[config.mk]
export PLATFORM = sky130hd
export DESIGN_NAME = prescaled_timer_counter_8bit
export DESIGN_NICKNAME = d
export VERILOG_FILES = /design/src/rtl/ptc8_pkg.sv /design/src/rtl/ptc8_step.sv /design/src/rtl/prescaled_timer_counter_8bit.sv
export VERILOG_INCLUDE_DIRS = /design/src /design/src/rtl
export SDC_FILE = /design/constraint.sdc
export NUM_CORES = 1
export LEC_CHECK = 0
export BUFFER_PORTS_ARGS = -buffer_cell sky130_fd_sc_hd__buf_2
export CELL_PAD_IN_SITES_DETAIL_PLACEMENT = 1
export CELL_PAD_IN_SITES_GLOBAL_PLACEMENT = 1
export CORE_MARGIN = 2
export CORE_UTILIZATION = 40
export DETAILED_ROUTE_END_ITERATION = 10
export PLACE_DENSITY = 0.78
export SLEW_MARGIN = 15
export SYNTH_ARGS = -nofsm -noshare
export SYNTH_HDL_FRONTEND = slang
export SYNTH_SLANG_ARGS = --single-unit
[constraint.sdc]
create_clock -name clk -period 4.1 [get_ports clk]
set_input_delay 0 -clock clk [delete_from_list [all_inputs] [get_ports clk]]
set_output_delay 0 -clock clk [all_outputs]
set_load 0.01 [all_outputs]
[src/rtl/assert_macros.svh]
// Assertion helpers for the RTL.
`ifndef ASSERT_MACROS_SVH
`define ASSERT_MACROS_SVH

// Clocked check, masked while reset is asserted.
`define ASSERT_CLK(label, clock, reset, prop, msg) \
  label: assert property (@(posedge clock) disable iff (reset) prop) else $error(msg);

// Clocked check that also holds through reset.
`define ASSERT_ALWAYS(label, clock, prop, msg) \
  label: assert property (@(posedge clock) prop) else $error(msg);

`endif

[src/rtl/ptc8_pkg.sv]
// ----------------------------------------------------------------------------
// ptc8_pkg
// Types and constants of the 8-bit prescaled timer/counter.
// ----------------------------------------------------------------------------
package ptc8_pkg;

  typedef enum logic [1:0] {
    OP_TICK  = 2'd0,
    OP_READ  = 2'd1,
    OP_WRITE = 2'd2
  } op_t;

  typedef enum logic [2:0] {
    REG_CTRL_A  = 3'd0,
    REG_CTRL_B  = 3'd1,
    REG_COUNT   = 3'd2,
    REG_CMP_A   = 3'd3,
    REG_CMP_B   = 3'd4,
    REG_MASK    = 3'd5,
    REG_FLAGS   = 3'd6
  } reg_addr_t;

  // clock source select, ctrl B bits 2:0
  localparam logic [2:0] CS_STOP    = 3'd0;
  localparam logic [2:0] CS_DIV1    = 3'd1;
  localparam logic [2:0] CS_DIV8    = 3'd2;
  localparam logic [2:0] CS_DIV64   = 3'd3;
  localparam logic [2:0] CS_DIV256  = 3'd4;
  localparam logic [2:0] CS_DIV1024 = 3'd5;

  // wave modes where compare A clears the count
  localparam logic [2:0] MODE_CLR_A = 3'd2;
  localparam logic [2:0] MODE_CLR_B = 3'd7;

  localparam int PS_W = 11;

  localparam logic [PS_W-1:0] DIV_8    = 11'd8;
  localparam logic [PS_W-1:0] DIV_64   = 11'd64;
  localparam logic [PS_W-1:0] DIV_256  = 11'd256;
  localparam logic [PS_W-1:0] DIV_1024 = 11'd1024;

  localparam int FLAG_OVF = 0;
  localparam int FLAG_CMA = 1;
  localparam int FLAG_CMB = 2;

  typedef struct packed {
    logic [7:0]      ctrl_a;
    logic [7:0]      ctrl_b;
    logic [7:0]      count_value;
    logic [7:0]      compare_a;
    logic [7:0]      compare_b;
    logic [7:0]      irq_mask;
    logic [7:0]      irq_flags;
    logic [PS_W-1:0] prescale_ticks;
  } tmr_state_t;

  typedef struct packed {
    logic [7:0] read_data;
    logic [2:0] flags_now;
    logic       overflow_irq;
    logic       compare_a_irq;
    logic       compare_b_irq;
  } tmr_result_t;

  function automatic logic [PS_W-1:0] divider_of(input logic [2:0] src);
    logic [PS_W-1:0] d;
    case (src)
      CS_DIV8:    d = DIV_8;
      CS_DIV64:   d = DIV_64;
      CS_DIV256:  d = DIV_256;
      CS_DIV1024: d = DIV_1024;
      default:    d = '0;
    endcase
    return d;
  endfunction

endpackage

[src/rtl/ptc8_step.sv]
// ----------------------------------------------------------------------------
// ptc8_step
// Next-state and result logic for one transaction: tick, read or write.
// ----------------------------------------------------------------------------
module ptc8_step (
  input  ptc8_pkg::tmr_state_t  cur,
  input  ptc8_pkg::op_t         op,
  input  logic [2:0]            reg_addr,
  input  logic [7:0]            write_data,
  output ptc8_pkg::tmr_state_t  nxt,
  output ptc8_pkg::tmr_result_t res
);
  import ptc8_pkg::*;

  logic [2:0]      src;
  logic [2:0]      mode;
  logic [PS_W-1:0] ps_inc;
  logic [7:0]      count1;
  logic            ovf;
  logic            cma;
  logic            cmb;

  assign src    = cur.ctrl_b[2:0];
  assign mode   = {cur.ctrl_b[3], cur.ctrl_a[1:0]};
  assign ps_inc = cur.prescale_ticks + PS_W'(1);

  always_comb begin
    nxt    = cur;
    res    = '0;
    count1 = cur.count_value;
    ovf    = 1'b0;
    cma    = 1'b0;
    cmb    = 1'b0;
    case (op)
      OP_TICK: begin
        if (src != CS_STOP) begin
          case (src) inside
            CS_DIV1: count1 = cur.count_value + 8'd1;
            CS_DIV8, CS_DIV64, CS_DIV256, CS_DIV1024: begin
              if (ps_inc >= divider_of(src)) begin
                count1             = cur.count_value + 8'd1;
                nxt.prescale_ticks = '0;
              end else begin
                nxt.prescale_ticks = ps_inc;
              end
            end
            default: ;
          endcase
          ovf = (count1 == 8'd0);
          cma = (count1 == cur.compare_a);
          nxt.count_value = (cma && (mode == MODE_CLR_A || mode == MODE_CLR_B)) ?
                            8'd0 : count1;
          cmb = cur.irq_mask[FLAG_CMB] && (nxt.count_value == cur.compare_b);
          nxt.irq_flags = cur.irq_flags | {5'd0, cmb, cma, ovf};
          res.overflow_irq  = ovf & cur.irq_mask[FLAG_OVF];
          res.compare_a_irq = cma & cur.irq_mask[FLAG_CMA];
          res.compare_b_irq = cmb;
        end
      end
      OP_READ: begin
        unique case (reg_addr)
          REG_CTRL_A: res.read_data = cur.ctrl_a;
          REG_CTRL_B: res.read_data = cur.ctrl_b;
          REG_COUNT:  res.read_data = cur.count_value;
          REG_CMP_A:  res.read_data = cur.compare_a;
          REG_CMP_B:  res.read_data = cur.compare_b;
          REG_MASK:   res.read_data = cur.irq_mask;
          REG_FLAGS:  res.read_data = cur.irq_flags;
          default:    res.read_data = 8'd0;
        endcase
      end
      OP_WRITE: begin
        unique case (reg_addr)
          REG_CTRL_A: nxt.ctrl_a      = write_data;
          REG_CTRL_B: nxt.ctrl_b      = write_data;
          REG_COUNT:  nxt.count_value = write_data;
          REG_CMP_A:  nxt.compare_a   = write_data;
          REG_CMP_B:  nxt.compare_b   = write_data;
          REG_MASK:   nxt.irq_mask    = write_data;
          REG_FLAGS:  nxt.irq_flags   = write_data;
          default: ;
        endcase
      end
      default: ;
    endcase
    res.flags_now = nxt.irq_flags[2:0];
  end

endmodule

[src/rtl/prescaled_timer_counter_8bit.sv]
// ----------------------------------------------------------------------------
// prescaled_timer_counter_8bit
// 8-bit timer/counter with prescaler, overflow and two compare channels.
// ----------------------------------------------------------------------------
// One transaction per clock sustained while result_stall is low: each tick,
// read or write enters an input register, is then applied to the timer state
// and its result is loaded into the result register when that register
// advances. The rate is set by the state update (prescaler, count increment
// and compare), which every transaction passes once.
// result_stall holds the result register and, when the input register is
// also occupied, raises item_stall.
`include "assert_macros.svh"

module prescaled_timer_counter_8bit (
  input  logic       clk,
  input  logic       rst,
  input  logic       item_valid,
  output logic       item_stall,
  input  logic [1:0] operation,
  input  logic [2:0] reg_addr,
  input  logic [7:0] write_data,
  output logic       result_valid,
  input  logic       result_stall,
  output logic [7:0] read_data,
  output logic [2:0] flags_now,
  output logic       overflow_irq,
  output logic       compare_a_irq,
  output logic       compare_b_irq
);
  import ptc8_pkg::*;

  logic        s1_valid;
  logic [1:0]  s1_op;
  logic [2:0]  s1_addr;
  logic [7:0]  s1_data;
  tmr_state_t  tmr;
  tmr_state_t  tmr_next;
  tmr_result_t res_next;
  logic        advance;
  logic        take;

  assign advance    = !result_valid || !result_stall;
  assign item_stall = s1_valid && !advance;
  assign take       = item_valid && !item_stall;

  ptc8_step u_step (
    .cur        (tmr),
    .op         (op_t'(s1_op)),
    .reg_addr   (s1_addr),
    .write_data (s1_data),
    .nxt        (tmr_next),
    .res        (res_next)
  );

  always_ff @(posedge clk) begin
    if (rst) begin
      s1_valid     <= 1'b0;
      result_valid <= 1'b0;
      tmr          <= '0;
    end else begin
      if (take) begin
        s1_valid <= 1'b1;
      end else if (advance) begin
        s1_valid <= 1'b0;
      end
      if (advance) begin
        result_valid <= s1_valid;
        if (s1_valid) begin
          tmr <= tmr_next;
        end
      end
    end
  end

  always_ff @(posedge clk) begin
    if (take) begin
      s1_op   <= operation;
      s1_addr <= reg_addr;
      s1_data <= write_data;
    end
    if (advance && s1_valid) begin
      read_data     <= res_next.read_data;
      flags_now     <= res_next.flags_now;
      overflow_irq  <= res_next.overflow_irq;
      compare_a_irq <= res_next.compare_a_irq;
      compare_b_irq <= res_next.compare_b_irq;
    end
  end

  `ASSERT_CLK(a_stall_only_when_full, clk, rst, item_stall |-> (result_valid && result_stall && s1_valid), "item_stall without a full pipeline")
  `ASSERT_CLK(a_ovf_irq_sets_flag, clk, rst, (result_valid && overflow_irq) |-> flags_now[FLAG_OVF], "overflow pulse without overflow flag")
  `ASSERT_CLK(a_cmb_irq_sets_flag, clk, rst, (result_valid && compare_b_irq) |-> flags_now[FLAG_CMB], "compare B pulse without compare B flag")
  `ASSERT_CLK(a_irq_not_on_read, clk, rst, (result_valid && (overflow_irq || compare_a_irq || compare_b_irq)) |-> (read_data == 8'd0), "interrupt pulse on a read transaction")

endmodule

==> metrics.yaml, run 1 <==
total_power_w: 0.002152
coreArea_um2: 13300
setup_viol: 0
drt_iter0_markers: 356
std_cell_rows: 42
p_leak_nw: 2.569
yosys.area_share.adder: 0.01601
antenna_found_initial: 0
critPathSlowestCell: "o311ai_2"
worstHoldPathType: "input port to register"
wire_per_inst_um: 21.50
synthArstFlopShare: 0
ys_seq_area_frac: 0.4008
ys_types: 72
path_common_cell: "buf_4"
vdd_drop_max_uv: 305.6
layout-drive-gt1-share: 0.2094
r2r_start: "tmr[3]$_SDFFE_PP0P_"
synth_xor_area_frac: 0.04987
die_x_um: 120.9
crit_chain: "nand3_4 -> nor2_4 -> nand4_1 -> xnor2_2 -> ha_1 -> or3_1 -> o311ai_2 -> buf_4 -> o211ai_4 -> buf_4 -> buf_4 -> nor2_1 -> o21ai_0 -> o311a_1 -> a211o_1 -> a2111o_1 -> a211oi_2"
boundaryPins: 33
syn-num-nets: 629
powerDensity_nw_per_um2: 319.7
start_util: 0.4113
cts_inserted_buffers: 9
start_kind: "register"
min_period_ps: 3949
synth_top_family_by_area: "simple AND/OR/NAND/NOR gates"
drc: 0
synth.avg_cell_area_um2: 9.040
timing.final.crit_share: 0.9632
clk_pin_slew_ps: 70
insertedDiodeCount: 0
synthSimpleGateAreaFrac: 0.2185
grt_pass1_vias: 5334
end_kind: "register"
syn_inst: 605
hold_start: "rst"
gp_routability_congestion: 0.8946
grt_pass1_wl_um: 28700
netlist_area_um2: 5469
netlist.area_leader.share: 0.2526
firstDrtPassIters: 5
slowest_delay_ps: 420
max_cap_viol_count: 0
critPathKind: "register to register"
clk_latency_ps: 360
grt-ovfl-total: 0
die_h_um: 120.9
hold_violations: 0
status: "finished, final reports clean"
layout.nets: 702
ant_nets: 0
worst_pin_slew_ps: 1112
fin_skew_ps: 9.035
die_area_um2: 14620
synth_ff_type: "dfxtp_1"
syn_to_final_growth_pct: 23.06
cts_root_buffer: "clkbuf_16"
fmax_mhz: 253.2
yosysMostFrequentCell: "nor2_1"
multiInputGateArea_um2: 3234
crit_arrival_ps: 4220
nFillCells: 1524
synth_top_cell_by_area: "dfxtp_1"
muxShareOfSynthArea: 0.1421
num_vias: 5109
grt_start_max_net_pins: 70
crit_start: "tmr[3]$_SDFFE_PP0P_"
htreeDepth: 3
final-seq-area_um2: 2202
synth_compound_gate_area_share: 0.1402
ys_top_cells_by_area: "dfxtp_1 25%, edfxtp_1 15%, mux2i_1 12%"
clock-sinks: 96
drt-total-wl_um: 18470
post-route-util: 0.5062
cts_max_path_buffers: 2
cp_max_fo: 5
io_buffers: 32
ys_warn_count: 0
post-dp-hpwl_um: 12880
maxSlewViolCount: 0
slew_headroom: 0.2573
track_usage: 0.2559
synth_edf_count: 27
cts_tree: "done"
synth-seq-cells: 96
routed_via_density: 5.948
cp_data_required_time_ps: 4380
synth_commonest_cells: "103 x nor2_1, 69 x dfxtp_1, 63 x mux2i_1, 43 x nand2_1, 27 x edfxtp_1"
timing repair:
action                                 in CTS  in global routing
setup endpoints to repair                   6                 14
endpoints found under the hold margin      15                  0
buffers inserted                            1                  5
hold buffers                               15                  0
resized for setup                           5                 33
pin swaps                                   1                 11
cells by family after synthesis:
| group | count (synthesis) |
|---|---|
| XOR/XNOR | 27 |
| flip-flops | 96 |
| adder cells (fa/ha/maj) | 7 |
| AO/OA/AOI/OAI | 111 |
| buffers and inverters | 44 |
| multiplexers | 70 |
| AND/OR/NAND/NOR | 250 |
layer usage:
layer  wire (µm)  global-route usage  up-vias  share of wire
met3         858             0.05968       48          0.046
li1            -                   -     2344              -
met5           0                   0        -              0
met4         597             0.08430        0          0.032
met2        9091              0.4480      161           0.49
met1        7923              0.3084     2556           0.43
flip-flops by register name (all words and copies together), names as in the netlist:
name and count:
result_valid 1, overflow_irq 1, s1_valid 1, compare_a_irq 1, s1_data 8, tmr 67
s1_op 2, s1_addr 3, flags_now 3, read_data 8, compare_b_irq 1
placed cells by master, fill, tap and decap left out, types with 3 or more instances in the layout:
cell / synthesis / final
xor2_1: 11 / 11
a21oi_1: 26 / 23
nor2_1: 103 / 102
mux4_2: 6 / 6
nor3_2: 1 / 3
a211oi_1: 4 / 3
nor3b_1: 3 / 3
dfxtp_2: 0 / 5
mux2i_1: 63 / 61
nand3b_1: 5 / 5
a21oi_2: 0 / 3
and3_1: 8 / 8
edfxtp_1: 27 / 27
clkbuf_16: 0 / 9
o21ai_0: 24 / 21
nand3_1: 23 / 21
nand4_1: 5 / 5
inv_1: 9 / 9
o2111ai_1: 3 / 3
buf_4: 0 / 48
nor3_1: 23 / 21
nand2_1: 43 / 43
buf_2: 4 / 32
nor2b_1: 9 / 9
or3_1: 6 / 6
xnor2_1: 13 / 11
dlygate4sd3_1: 0 / 15
ha_1: 7 / 6
dfxtp_1: 69 / 63
o21ai_1: 6 / 8
o211ai_1: 7 / 7
a31oi_1: 5 / 4
nand2b_1: 6 / 6
bufinv_16: 0 / 3
a22oi_1: 6 / 6
report_power, final:
| part | internal (W) | switching (W) |
|---|---|---|
| clock network | 0.000604 | 0.000401 |
| registers | 0.000992 | 0.0000289 |
| logic | 0.0000520 | 0.0000740 |
| total | 0.00165 | 0.000504 |
final timing paths:
| path | end | slack, ps | cells after the start |
|---|---|---|---|
| setup / recovery | tmr[13]$_SDFFE_PP0P_ | 150 | 17 |
| hold / removal | result_valid$_SDFFE_PP0N_ | 290 | 3 |
| setup reg to reg | tmr[13]$_SDFFE_PP0P_ | 150 | 17 |
| hold reg to reg | tmr[7]$_SDFFE_PP0P_ | 500 | 2 |
through the flow:
stage | worst slack [ps] | hold WS (ps) | TNS [ps] | instance area [µm²] | cells
after floorplan | 20.56 | 98.87 | 0 | 5469 | 605
after global placement | 106.8 | 176.8 | 0 | 6032 | 822
after detailed placement | -132.0 | 178.7 | -430.5 | 6032 | 822
after CTS | 5.172 | 302.0 | 0 | 6560 | 854
after global routing | -37.48 | 336.2 | -169.4 | 6730 | 859
final | 151.0 | 293.2 | 0 | 6730 | 859
final cells by class:
class / instances / share of cell area
well taps: 176 / 0.03272
multi-input cells: 465 / 0.4806
inverters: 10 / 0.005577
repair buffers: 96 / 0.1013
clock inverters: 7 / 0.01915
clock buffers: 9 / 0.03346
flip-flops and latches: 96 / 0.3272
critical path, delay by kind of cell, from the launching register on:
kind,cells,cell delay (ps)
xor+xnor,1,190
buf+inv,3,490
compound gates,7,1670
fa+ha+maj,1,210
flops,1,390
simple gates,5,910
No activity file was read; power rests on OpenSTA's default activity.
==> run 2, diff against run 1 <==
Settings changed: GPL_TIMING_DRIVEN set to 0, SLEW_MARGIN 15 to 30.
==> metrics.yaml, run 2 (same netlist as run 1, synthesis figures left out) <==
status: "finished with violations"  # was finished, final reports clean
failed_checks: "setup timing"
slew_headroom: 0.3300  # was 0.2573
post-dp-hpwl_um: 13130  # was 12880 µm
grt_pass1_wl_um: 29590  # was 28700 µm
firstDrtPassIters: 5  # unchanged
boundaryPins: 33  # unchanged
rr_endpoint: "flags_now[2]$_DFFE_PP_"  # was tmr[13]$_SDFFE_PP0P_
clock-sinks: 96  # unchanged
cts_tree: "done"  # unchanged
die_h_um: 120.9  # unchanged
final_common_cell: "nor2_1"  # unchanged
critPathTopFamily: "compound AO/OA/AOI/OAI gates"  # unchanged
fin_skew_ps: 10.45  # was 9.035 ps
rsz0062_at_grt: "yes"
grt_pass1_vias: 5360  # was 5334
start_kind: "register"  # unchanged
max_cap_viol_count: 0  # unchanged
mostFrequentLayoutCells: "100 x nor2_1, 61 x mux2i_1, 61 x dfxtp_1"  # was 102 x nor2_1, 63 x dfxtp_1, 61 x mux2i_1
io_buffers: 31  # was 32
routed_via_density: 5.990  # was 5.948
coreArea_um2: 13300  # unchanged
ff2ff_path_depth: 17  # unchanged
crit_chain: "nand3_4 -> nor2_4 -> nand2_2 -> xnor2_2 -> ha_1 -> nand3_1 -> a2111o_1 -> o21a_1 -> buf_6 -> o211ai_4 -> buf_6 -> a21boi_2 -> or4_1 -> a21oi_2 -> mux2i_1 -> a2111o_1 -> a21oi_4"  # was nand3_4 -> nor2_4 -> nand4_1 -> xnor2_2 -> ha_1 -> or3_1 -> o311ai_2 -> buf_4 -> o211ai_4 -> buf_4 -> buf_4 -> nor2_1 -> o21ai_0 -> o311a_1 -> a211o_1 -> a2111o_1 -> a211oi_2
top_regs: "tmr (67), read_data (8), s1_data (8)"  # unchanged
cp_max_fo: 6  # was 5
maxSlewViolCount: 0  # unchanged
worstHoldPathType: "input port to register"  # unchanged
hold_start: "rst"  # unchanged
worst_pin_slew_ps: 1001  # was 1112 ps
regMostFlops: "tmr"  # unchanged
syn_to_final_growth_pct: 26.88  # was 23.06%
wire_per_inst_um: 22.69  # was 21.50 µm
total_power_w: 0.002056  # was 0.002152 W
antenna_found_initial: 1  # was 0
drt-total-wl_um: 19940  # was 18470 µm
end_kind: "register"  # unchanged
crit_arrival_ps: 4400  # was 4220 ps
gp_routability_congestion: 0.9180  # was 0.8946
cts_max_path_buffers: 2  # unchanged
slowest_delay_ps: 540  # was 420 ps
timing.final.crit_share: 1.024  # was 0.9632
cp_data_required_time_ps: 4300  # was 4380 ps
layout-drive-gt1-share: 0.2222  # was 0.2094
fmax_mhz: 238.1  # was 253.2 MHz
die_area_um2: 14620  # unchanged
grt_start_max_net_pins: 19  # was 70
whs_endpoint: "tmr[50]$_SDFFE_PP0P_"  # was result_valid$_SDFFE_PP0N_
min_period_ps: 4200  # was 3949 ps
drt_iter0_markers: 431  # was 356
std_cell_rows: 42  # unchanged
grt-ovfl-total: 0  # unchanged
layout.nets: 721  # was 702
setup_ws_ps: -100.4  # was 151.0 ps
largest_reg_flops: 67  # unchanged
die_x_um: 120.9  # unchanged
track_usage: 0.2693  # was 0.2559
drc: 0  # unchanged
htreeDepth: 3  # unchanged
clk_pin_slew_ps: 80  # was 70 ps
clk_latency_ps: 360  # about the same
dpl_worst_slack_ps: -845.2  # was -132.0 ps
hold_violations: 0  # unchanged
p_leak_nw: 2.586  # was 2.569 nW
critPathKind: "register to register"  # unchanged
path_buf_inv: 2  # was 3
setup_viol: 3  # was 0
cts_inserted_buffers: 9  # unchanged
start_util: 0.4113  # unchanged
vdd_drop_max_uv: 236.9  # was 305.6 µV
ant_nets: 0  # unchanged
min_path_cells: 3  # unchanged
r2r_start: "tmr[2]$_SDFFE_PP0P_"  # was tmr[3]$_SDFFE_PP0P_
critPathSlowestCell: "a2111o_1"  # was o311ai_2
powerDensity_nw_per_um2: 296.2  # was 319.7 nW/µm²
cts_root_buffer: "clkbuf_16"  # unchanged
num_vias: 5265  # was 5109
r2r_setup_slack_ps: -100  # was 150 ps
-- run 2: changes by cell type in the layout (fill, tap and decap cells not counted), sizes merged --
cell and change:
buf -5, bufinv -2, clkbuf +25, clkinv -1, diode +1, inv +2
-- run 2: how the worst max path moves through the flow --
stage | startpoint | to | slack [ps] | cells past startpoint
2_1_floorplan | tmr[0]$_SDFFE_PP0P_ | flags_now[2]$_DFFE_PP_ | 20 | 15
6_report | tmr[2]$_SDFFE_PP0P_ | flags_now[2]$_DFFE_PP_ | -100 | 17
3_3_place_gp | tmr[0]$_SDFFE_PP0P_ | flags_now[2]$_DFFE_PP_ | -770 | 15
5_1_grt | tmr[2]$_SDFFE_PP0P_ | tmr[11]$_SDFFE_PP0P_ | -180 | 17
3_5_place_dp | tmr[0]$_SDFFE_PP0P_ | flags_now[2]$_DFFE_PP_ | -850 | 15
4_1_cts | tmr[5]$_SDFFE_PP0P_ | flags_now[2]$_DFFE_PP_ | 0.8 | 17
-- run 2: metrics by stage --
step | setup TNS [ps] | std cells | cell area, µm² | hold WS [ps] | utilization
after floorplan | 0 | 605 | 5469 | 98.87 | -
after global placement | -8070 | 812 | 5844 | 176.8 | 0.4396
after detailed placement | -9568 | 813 | 5857 | 179.0 | 0.4405
after CTS | 0 | 870 | 6746 | 242.1 | 0.5074
after global routing | -686.9 | 879 | 6939 | 296.8 | 0.5219
final | -154.4 | 879 | 6939 | 255.8 | 0.5219
-- run 2: repair_timing --
item,CTS,global route
endpoints found under the setup margin,17,17
pin swaps,20,19
hold buffers,15,0
buffers inserted,26,10
resized for setup,53,27
hold endpoints to repair,15,0
-- run 2: power breakdown --
group / internal, W / switching [W]
clock network: 0.000499 / 0.000405
registers: 0.000988 / 0.0000201
logic: 0.0000512 / 0.0000915
total: 0.00154 / 0.000517
-- run 2: area by class of cell --
cell class,instances,area (µm²)
Antenna cell,1,2.502
Buffer,32,141.4
Clock buffer,10,239.0
Clock inverter,6,72.57
Fill cell,1517,6356
Inverter,10,37.54
Multi-Input combinational cell,465,3412
Sequential cell,96,2220
Tap cell,176,220.2
Timing Repair Buffer,83,594.3
-- run 2: per-layer routing --
| metal | wire, µm | up-vias | GRT usage | share of wire |
|---|---|---|---|---|
| li1 | - | 2382 | - | - |
| met1 | 8242 | 2583 | 0.3359 | 0.41 |
| met2 | 9749 | 248 | 0.4435 | 0.49 |
| met3 | 1226 | 52 | 0.05498 | 0.061 |
| met4 | 723 | 0 | 0.1301 | 0.036 |
| met5 | 0 | - | 0 | 0 |
-- run 2: tightest hold or removal path, delay by kind of cell --
kind,cells,cell delay (ps)
buffers and inverters,2,430
and+or+nand+nor,1,160
